$ cat src/ddalr_pkg.sv
// Shared types for the clipped DDA line rasterizer: request and response
// words, controller states, and the controller/datapath command and status bundles.
// No dependencies.
package ddalr_pkg;

   localparam int COORD_W  = 6;
   localparam int OFFSET_W = 15;
   localparam int COLOR_W  = 32;

   localparam int MAPDIM_W = 7;
   localparam int ROWB_W   = 10;
   localparam int BPP_W    = 4;
   localparam int CSR_W    = 10;
   localparam int CSR_IDX_W = 3;

   localparam logic [CSR_IDX_W-1:0] CSR_MAP_WIDTH       = 3'd0;
   localparam logic [CSR_IDX_W-1:0] CSR_MAP_HEIGHT      = 3'd1;
   localparam logic [CSR_IDX_W-1:0] CSR_ROW_BYTES       = 3'd2;
   localparam logic [CSR_IDX_W-1:0] CSR_BYTES_PER_PIXEL = 3'd3;

   localparam logic [ROWB_W-1:0] ROW_BYTES_RESET = 10'd256;
   localparam logic [BPP_W-1:0]  BPP_RESET       = 4'd4;

   typedef struct packed {
      logic [COORD_W-1:0] start_x;
      logic [COORD_W-1:0] start_y;
      logic [COORD_W-1:0] end_x;
      logic [COORD_W-1:0] end_y;
      logic [COLOR_W-1:0] pixel_color;
   } req_type;

   typedef struct packed {
      logic [COORD_W-1:0]  pix_x;
      logic [COORD_W-1:0]  pix_y;
      logic                write_enable;
      logic [OFFSET_W-1:0] byte_offset;
      logic [COLOR_W-1:0]  out_color;
      logic                last;
   } rsp_type;

   typedef struct packed {
      logic [MAPDIM_W-1:0] map_width;
      logic [MAPDIM_W-1:0] map_height;
      logic [ROWB_W-1:0]   row_bytes;
      logic [BPP_W-1:0]    bytes_per_pixel;
   } csr_type;

   typedef enum logic [1:0] {
      ST_IDLE,
      ST_DIVIDE,
      ST_RUN
   } state_type;

   typedef struct packed {
      logic load;
      logic div_step;
      logic step;
   } cmd_type;

   typedef struct packed {
      logic steps_zero;
      logic steps_one;
      logic pix_pending;
   } status_type;

endpackage

$ cat src/dda_line_raster_clipped_core.sv
// Top level of the clipped DDA line rasterizer: configuration registers,
// sequencer and datapath. Depends on ddalr_pkg, ddalr_ctrl, ddalr_datapath.
//
//   channel   ports                                   handshake
//   request   start, busy, req_word                   taken when start && !busy
//   response  rsp_strobe, rsp_word                    one word per strobe, no stall
//   config    csr_write_enable, csr_index, csr_write_data   taken when enable high
//
// The serial restoring dividers produce one quotient bit per cycle, then the
// accumulators take a single step per pixel while busy stays high. Each word is
// registered in pix_valid_ff and then in rsp_ff and rsp_strobe_ff after its step.
// A zero-length line holds busy through the divide and yields no word. Reset is
// synchronous and restores the register defaults.
module dda_line_raster_clipped_core #(
   parameter int MAP_SIZE  = 64,
   parameter int FRAC_BITS = 16
) (
   input  logic                                 clock,
   input  logic                                 reset,
   input  logic                                 start,
   output logic                                 busy,
   input  ddalr_pkg::req_type                   req_word,
   output logic                                 rsp_strobe,
   output ddalr_pkg::rsp_type                   rsp_word,
   input  logic                                 csr_write_enable,
   input  logic [ddalr_pkg::CSR_IDX_W-1:0]      csr_index,
   input  logic [ddalr_pkg::CSR_W-1:0]          csr_write_data
);
   import ddalr_pkg::*;

   // every coordinate is below 64, so any larger map size clips nothing
   localparam int MAP_RESET_I = (MAP_SIZE > 64) ? 64 : MAP_SIZE;
   localparam logic [MAPDIM_W-1:0] MAP_RESET = MAPDIM_W'(MAP_RESET_I);

   csr_type    csr_ff;
   cmd_type    cmd;
   status_type status;

   always_ff @(posedge clock) begin
      if (reset) begin
         csr_ff.map_width       <= MAP_RESET;
         csr_ff.map_height      <= MAP_RESET;
         csr_ff.row_bytes       <= ROW_BYTES_RESET;
         csr_ff.bytes_per_pixel <= BPP_RESET;
      end else if (csr_write_enable) begin
         case (csr_index)
            CSR_MAP_WIDTH:       csr_ff.map_width       <= csr_write_data[MAPDIM_W-1:0];
            CSR_MAP_HEIGHT:      csr_ff.map_height      <= csr_write_data[MAPDIM_W-1:0];
            CSR_ROW_BYTES:       csr_ff.row_bytes       <= csr_write_data[ROWB_W-1:0];
            CSR_BYTES_PER_PIXEL: csr_ff.bytes_per_pixel <= csr_write_data[BPP_W-1:0];
            default: ;
         endcase
      end
   end

   ddalr_ctrl #(
      .FRAC_BITS(FRAC_BITS)
   ) u_ctrl (
      .clock  (clock),
      .reset  (reset),
      .start  (start),
      .busy   (busy),
      .cmd    (cmd),
      .status (status)
   );

   ddalr_datapath #(
      .FRAC_BITS(FRAC_BITS)
   ) u_datapath (
      .clock      (clock),
      .reset      (reset),
      .req_word   (req_word),
      .csr        (csr_ff),
      .cmd        (cmd),
      .status     (status),
      .rsp_strobe (rsp_strobe),
      .rsp_word   (rsp_word)
   );

endmodule

$ cat src/ddalr_ctrl.sv
// Sequencer for the line rasterizer: accept, serial divide, step run.
// Depends on ddalr_pkg.
module ddalr_ctrl #(
   parameter int FRAC_BITS = 16
) (
   input  logic                clock,
   input  logic                reset,
   input  logic                start,
   output logic                busy,
   output ddalr_pkg::cmd_type    cmd,
   input  ddalr_pkg::status_type status
);
   import ddalr_pkg::*;

   localparam int DIV_CYCLES = FRAC_BITS + COORD_W;
   localparam int CNT_W      = $clog2(DIV_CYCLES);
   localparam logic [CNT_W-1:0] CNT_LAST = CNT_W'(DIV_CYCLES - 1);

   state_type        state_ff, state_in;
   logic [CNT_W-1:0] cnt_ff, cnt_in;
   logic             div_last;

   assign div_last = (cnt_ff == CNT_LAST);

   always_comb begin
      state_in = state_ff;
      case (state_ff)
         ST_IDLE: begin
            if (start && !status.pix_pending) state_in = ST_DIVIDE;
         end
         ST_DIVIDE: begin
            if (div_last) state_in = status.steps_zero ? ST_IDLE : ST_RUN;
         end
         ST_RUN: begin
            if (status.steps_one) state_in = ST_IDLE;
         end
         default: state_in = ST_IDLE;
      endcase
   end

   always_comb begin
      cmd      = '0;
      busy     = 1'b1;
      cnt_in   = '0;
      case (state_ff)
         ST_IDLE: begin
            busy     = status.pix_pending;
            cmd.load = start && !status.pix_pending;
         end
         ST_DIVIDE: begin
            cmd.div_step = 1'b1;
            cnt_in       = cnt_ff + 1'b1;
         end
         ST_RUN: begin
            cmd.step = 1'b1;
         end
         default: begin
            busy = 1'b1;
         end
      endcase
   end

   always_ff @(posedge clock) begin
      if (reset) begin
         state_ff <= ST_IDLE;
         cnt_ff   <= '0;
      end else begin
         state_ff <= state_in;
         cnt_ff   <= cnt_in;
      end
   end

endmodule

$ cat src/ddalr_datapath.sv
// Datapath: end point capture, two restoring dividers for the increments,
// position accumulators and the registered pixel/offset output stage.
// Depends on ddalr_pkg.
module ddalr_datapath #(
   parameter int FRAC_BITS = 16
) (
   input  logic                  clock,
   input  logic                  reset,
   input  ddalr_pkg::req_type    req_word,
   input  ddalr_pkg::csr_type    csr,
   input  ddalr_pkg::cmd_type    cmd,
   output ddalr_pkg::status_type status,
   output logic                  rsp_strobe,
   output ddalr_pkg::rsp_type    rsp_word
);
   import ddalr_pkg::*;

   localparam int W = COORD_W + FRAC_BITS;

   logic [COORD_W-1:0] steps_ff, steps_left_ff, steps_left_in;
   logic [COORD_W-1:0] mag_x, mag_y, steps_new;
   logic               neg_x_ff, neg_y_ff;
   logic [COLOR_W-1:0] color_ff;

   logic [COORD_W-1:0] rem_x_ff, rem_y_ff;
   logic [W-1:0]       dq_x_ff, dq_y_ff;
   logic [COORD_W:0]   rem_x_sh, rem_y_sh;
   logic               ge_x, ge_y;

   logic [W-1:0]       acc_x_ff, acc_y_ff, acc_x_in, acc_y_in;

   logic               pix_valid_ff, pix_last_ff;
   logic [COORD_W-1:0] px, py;
   logic [COORD_W+ROWB_W-1:0] row_part;
   logic [COORD_W+BPP_W-1:0]  col_part;
   logic [COORD_W+ROWB_W:0]   off_sum;
   rsp_type            rsp_ff;
   logic               rsp_strobe_ff;

   assign mag_x = (req_word.end_x >= req_word.start_x) ?
                  req_word.end_x - req_word.start_x : req_word.start_x - req_word.end_x;
   assign mag_y = (req_word.end_y >= req_word.start_y) ?
                  req_word.end_y - req_word.start_y : req_word.start_y - req_word.end_y;
   assign steps_new = (mag_x > mag_y) ? mag_x : mag_y;

   // one quotient bit per cycle on each axis, divisor is the step count
   assign rem_x_sh = {rem_x_ff, dq_x_ff[W-1]};
   assign rem_y_sh = {rem_y_ff, dq_y_ff[W-1]};
   assign ge_x     = rem_x_sh >= {1'b0, steps_ff};
   assign ge_y     = rem_y_sh >= {1'b0, steps_ff};

   // truncated increments never carry the position past the end point
   assign acc_x_in = neg_x_ff ? acc_x_ff - dq_x_ff : acc_x_ff + dq_x_ff;
   assign acc_y_in = neg_y_ff ? acc_y_ff - dq_y_ff : acc_y_ff + dq_y_ff;
   assign steps_left_in = steps_left_ff - 1'b1;

   always_ff @(posedge clock) begin
      if (cmd.load) begin
         steps_ff      <= steps_new;
         steps_left_ff <= steps_new;
         neg_x_ff      <= req_word.end_x < req_word.start_x;
         neg_y_ff      <= req_word.end_y < req_word.start_y;
         color_ff      <= req_word.pixel_color;
         rem_x_ff      <= '0;
         rem_y_ff      <= '0;
         dq_x_ff       <= {mag_x, {FRAC_BITS{1'b0}}};
         dq_y_ff       <= {mag_y, {FRAC_BITS{1'b0}}};
         acc_x_ff      <= {req_word.start_x, {FRAC_BITS{1'b0}}};
         acc_y_ff      <= {req_word.start_y, {FRAC_BITS{1'b0}}};
      end else if (cmd.div_step) begin
         rem_x_ff <= ge_x ? COORD_W'(rem_x_sh - {1'b0, steps_ff}) : rem_x_sh[COORD_W-1:0];
         rem_y_ff <= ge_y ? COORD_W'(rem_y_sh - {1'b0, steps_ff}) : rem_y_sh[COORD_W-1:0];
         dq_x_ff  <= {dq_x_ff[W-2:0], ge_x};
         dq_y_ff  <= {dq_y_ff[W-2:0], ge_y};
      end else if (cmd.step) begin
         acc_x_ff      <= acc_x_in;
         acc_y_ff      <= acc_y_in;
         steps_left_ff <= steps_left_in;
      end
   end

   always_ff @(posedge clock) begin
      if (reset) begin
         pix_valid_ff  <= 1'b0;
         pix_last_ff   <= 1'b0;
         rsp_strobe_ff <= 1'b0;
      end else begin
         pix_valid_ff  <= cmd.step;
         pix_last_ff   <= cmd.step && (steps_left_ff == COORD_W'(1));
         rsp_strobe_ff <= pix_valid_ff;
      end
   end

   assign px       = acc_x_ff[W-1:FRAC_BITS];
   assign py       = acc_y_ff[W-1:FRAC_BITS];
   assign row_part = py * csr.row_bytes;
   assign col_part = px * csr.bytes_per_pixel;
   assign off_sum  = {1'b0, row_part} + (COORD_W+ROWB_W+1)'(col_part);

   always_ff @(posedge clock) begin
      if (pix_valid_ff) begin
         rsp_ff.pix_x        <= px;
         rsp_ff.pix_y        <= py;
         rsp_ff.write_enable <= ({1'b0, px} < csr.map_width) && ({1'b0, py} < csr.map_height);
         rsp_ff.byte_offset  <= off_sum[OFFSET_W-1:0];
         rsp_ff.out_color    <= color_ff;
         rsp_ff.last         <= pix_last_ff;
      end
   end

   assign rsp_strobe         = rsp_strobe_ff;
   assign rsp_word           = rsp_ff;
   assign status.steps_zero  = (steps_ff == '0);
   assign status.steps_one   = (steps_left_ff == COORD_W'(1));
   assign status.pix_pending = pix_valid_ff;

endmodule

$ cat config.mk
export PLATFORM = sky130hd
export DESIGN_NAME = dda_line_raster_clipped_core
export DESIGN_NICKNAME = d
export VERILOG_FILES = /design/src/ddalr_pkg.sv /design/src/dda_line_raster_clipped_core.sv /design/src/ddalr_ctrl.sv /design/src/ddalr_datapath.sv
export SDC_FILE = /design/constraint.sdc
export NUM_CORES = 1
export LEC_CHECK = 0
export BUFFER_PORTS_ARGS = -buffer_cell sky130_fd_sc_hd__buf_2
export CAP_MARGIN = 15
export CORE_MARGIN = 4
export CORE_UTILIZATION = 55
export CTS_BUF_LIST = sky130_fd_sc_hd__clkbuf_8
export DETAILED_ROUTE_END_ITERATION = 16
export PLACE_DENSITY = 0.74
export SLEW_MARGIN = 20
export SYNTH_ARGS = -nofsm -noshare
export SYNTH_HDL_FRONTEND = slang
export SYNTH_SLANG_ARGS = --single-unit
$ cat constraint.sdc
create_clock -name clock -period 5.5 [get_ports clock]
set_input_delay 0.825 -clock clock [delete_from_list [all_inputs] [get_ports clock]]
set_output_delay 0.825 -clock clock [all_outputs]
set_load 0.01 [all_outputs]
==> impl_summary.md <==
Outcome
The flow ran to the end, and the final reports show no timing, DRC or antenna violations.

STA
The final cycle utilization of the critical path is a little over nine tenths. Static timing analysis puts the maximum clock frequency at 191 MHz. The final number of hold-violating endpoints is 0.

The worst-case clock skew is about 0.027 ns. Setup repair after global routing left no endpoint under its margin. The worst slew margin relative to its limit is a little under a third. The number of max-slew violations in the final report is 0. In the final timing run, aggregate negative setup slack is 0 ns. Across all hold checks on the routed design, the worst slack comes to slightly above 0.4 ns. The final critical-path required period is ~5.2 ns. Setup violations remaining at the end of the flow were counted as 0. The slew of the pin with the lowest slew margin is between 1 and 1.5 ns.

Critical path
The critical path required time is about 5.8 ns. STA classifies the critical path startpoint as a flip-flop. Measured in cells, the most critical reg-to-reg path has a length of 17.

The startpoint of the lowest-slack register-to-register path is u_datapath.acc_y_ff[19]. The critical path class is reg2reg. STA classifies the critical path endpoint as a flip-flop. The critical path starts at u_datapath.acc_y_ff[19]. The largest fanout on the critical path is 6. Data on the critical path arrives at its endpoint at between 5 and 6 ns.

Routing
The wire length reported by the detailed router is about 36000 um. The first detailed-routing pass ran for 5 iterations. The count of nets left with antenna violations after detail routing is 0.

The average routed wire per standard cell is ~16 um. After detailed routing, the number of remaining DRC violations is 0. Using the TritonRoute via totals, the vias-per-cell ratio works out to 5.58. After the first detailed-routing iteration, the DRC count stood at 740. The detailed-route via count is between 10000 and 15000.

Worst hold path
The type of the tightest min-delay check is reg2reg. The cell depth of the worst min-delay path is 0. The startpoint identified for the worst hold timing path is u_datapath.pix_last_ff.

Cells and area
The antenna cell count is 0. The library cell used most frequently in the layout, excluding fill and tap cells, is sky130_fd_sc_hd__inv_1. The top cell types in the final layout, fill and taps aside, are 175 x sky130_fd_sc_hd__inv_1, 165 x sky130_fd_sc_hd__nand2_1, 142 x sky130_fd_sc_hd__ha_1. The final net count is between 2000 and 2500. The share of post-route cells with drive strength above 1 is 13.8%.

Relative to the synthesized area, the layout overhead comes to 12.3%. The final design instance area without fill is between 15000 and 20000 um^2.

Global route
The total global routing overflow is 0. The via count of the first global-routing pass is approximately 12000. The first global-routing pass estimated between 50000 and 60000 um of wire. The pin count of the biggest net entering global routing is 74. The overall routing resource usage is 22.6%. The initial antenna violation count is 2.

Clock network
The H-tree was split into 2 levels. After clock tree synthesis, the clock-pin slew on the worst setup and hold paths is ~0.060 ns. Clock tree synthesis found a total of between 200 and 250 sinks.

The number of buffers created by CTS is 42. The clock tree from TritonCTS is built. The later pin in the worst-skew pair is clocked with a latency of 0.56 ns. In this run the deepest clock path goes through 3 buffers.

The hold buffer count at cts is 0. The tree is rooted in a sky130_fd_sc_hd__clkbuf_8.

Logic synthesis
The count of synthesis-stage warnings from yosys is 0. The most used flip-flop cell after synthesis is sky130_fd_sc_hd__edfxtp_1. The average cell area after synthesis is a little under 10 um^2.

The number of different library cells used by synthesis comes to 74. The count of flip-flops with a built-in enable after synthesis is ~130. The post-synthesis cell count is approximately 1600. The synthesized netlist occupies a cell area of 15800 um^2. The total nets after synthesis is between 1500 and 2000. After synthesis the netlist holds a flip-flop and latch count of around 250. The sequential element share of the synthesized area is 39.4%. After synthesis, the share of flip-flops with an asynchronous set or reset is 0%.

Floorplan
The floorplan step defined a core boundary enclosing roughly 28000 um^2. The effective utilization at floorplan is between 50% and 60%. The die outline height is approximately 180 um. The die covers 31500 um^2. The width of the chip is between 150 and 200 um. The top-level port count is 136. The number of placement rows is 61.

Pwr
The maximum VDD drop is approximately 0.00026 V. The leakage power summed over all cells is approximately 7.7 nW. For this design the ratio of total power to cell area is 382 nW/um^2.

Place
The number of input and output port buffers inserted is 135. The half-perimeter wire length of the detailed placement result is approximately 26000 um. The placed instances occupy a cell area of 16900 um^2. The global placement routability congestion is around 0.91.

Run
Max-cap violations in this run came to 0.
[cell families (layout without fill, tap and decap cells)]
kind of cell | count (synthesis) | in the layout | share of synthesized area (%)
adder cells (fa/ha/maj) | 203 | 203 | 19.0
AND/OR/NAND/NOR | 444 | 444 | 13.3
flip-flops | 245 | 245 | 39.4
buffers and inverters | 214 | 401 | 5.26
AO/OA/AOI/OAI | 358 | 358 | 14.2
XOR/XNOR | 111 | 111 | 6.16
multiplexers | 42 | 42 | 2.75
[metrics by stage]
| step | power, W | setup slack [ns] | util, % | instances |
|---|---|---|---|---|
| 2_1_floorplan | 0.00460 | 0.452 | - | 1617 |
| 3_3_place_gp | 0.00512 | 0.269 | 60.0 | 2095 |
| 3_5_place_dp | 0.00519 | 0.145 | 60.0 | 2095 |
| 4_1_cts | 0.00677 | 0.137 | 62.9 | 2172 |
| 5_1_grt | 0.00728 | 0.0236 | 63.1 | 2182 |
| 6_report | 0.00677 | 0.266 | 63.1 | 2182 |
[cell type report]
type	instances	area [um^2]
fill	2325	10400
multi-input combinational	1158	8750
sequential	245	6220
timing repair buffer	163	881
clock buffer	48	661
inverter	161	604
tap	378	473
clock inverter	29	140
[final timing paths]
check | end | slack, ns
worst max-delay path | u_datapath.rsp_word[47] | 0.27
worst min-delay path | u_datapath.rsp_word[0] | 0.41
worst max register to register | u_datapath.rsp_word[47] | 0.27
worst min register to register | u_datapath.rsp_word[0] | 0.41
[critical path, stage by stage, from the launching register on]
cell and delay (ns):
sky130_fd_sc_hd__edfxtp_1 0.50, sky130_fd_sc_hd__nand2_1 0.13, sky130_fd_sc_hd__fa_1 0.55, sky130_fd_sc_hd__inv_1 0.06
sky130_fd_sc_hd__fa_1 0.51, sky130_fd_sc_hd__fa_1 0.43, sky130_fd_sc_hd__fa_1 0.55, sky130_fd_sc_hd__inv_1 0.06
sky130_fd_sc_hd__fa_1 0.52, sky130_fd_sc_hd__inv_1 0.04, sky130_fd_sc_hd__ha_1 0.37, sky130_fd_sc_hd__a21oi_1 0.15
sky130_fd_sc_hd__o21ai_0 0.12, sky130_fd_sc_hd__or3_1 0.33, sky130_fd_sc_hd__a41oi_1 0.25, sky130_fd_sc_hd__o31ai_1 0.12
sky130_fd_sc_hd__a21oi_1 0.18, sky130_fd_sc_hd__xnor2_1 0.10
[synth_stat cells, drive strengths merged (4+ instances only)]
cell type	instances	area share [%]
or4	4	0.19
a211o	5	0.28
nor2b	16	0.63
and2	53	2.1
a2111oi	4	0.22
a21o	27	1.3
nor2	96	2.3
ha	142	11
o211ai	6	0.32
inv	160	3.8
nor3	31	0.98
edfxtp	131	25
nand4	9	0.36
nand2	165	3.9
or3	5	0.20
mux2	8	0.59
xor2	33	1.8
dfxtp	114	14
o21a	11	0.52
mux2i	34	2.2
nand2b	10	0.40
and3	9	0.36
a31oi	18	0.71
a22o	7	0.40
xnor2	78	4.3
fa	61	7.7
o22ai	13	0.52
buf	11	0.37
a21oi	85	2.7
nor4	6	0.33
nor3b	4	0.19
o31ai	11	0.52
o21ai	119	3.8
nand3	25	0.79
clkbuf	42	1.1
a211oi	17	0.81
[routing by layer]
layer / track usage [%] / vias to the layer above / part of all wire, %
li1: - / 5954 / -
met1: 28.6 / 5744 / 42
met2: 39.2 / 380 / 48
met3: 4.01 / 90 / 6.7
met4: 7.70 / 4 / 3.2
met5: 0 / - / 0.070
[timing repair]
| item | in CTS | in global routing |
|---|---|---|
| resized for setup | 0 | 1 |
| endpoints found under the setup margin | 0 | 2 |
| buffers inserted | 0 | 10 |
[power breakdown]
group	internal (W)	switching, W
Clock	0.000808	0.000753
Sequential	0.00215	0.000149
Combinational	0.00129	0.00162
Total	0.00425	0.00252
[registers in the layout (all words and copies together) (netlist names), 6 cells and up]
register / flops
u_datapath.dq_x_ff: 22
u_datapath.rsp_word: 61
u_datapath.steps_ff: 6
u_datapath.rem_y_ff: 6
u_datapath.color_ff: 32
u_datapath.rem_x_ff: 6
u_datapath.dq_y_ff: 22
u_datapath.acc_y_ff: 22
u_datapath.steps_left_ff: 6
csr_ff: 28
u_datapath.acc_x_ff: 22
Power figures use the tool's default switching activity.
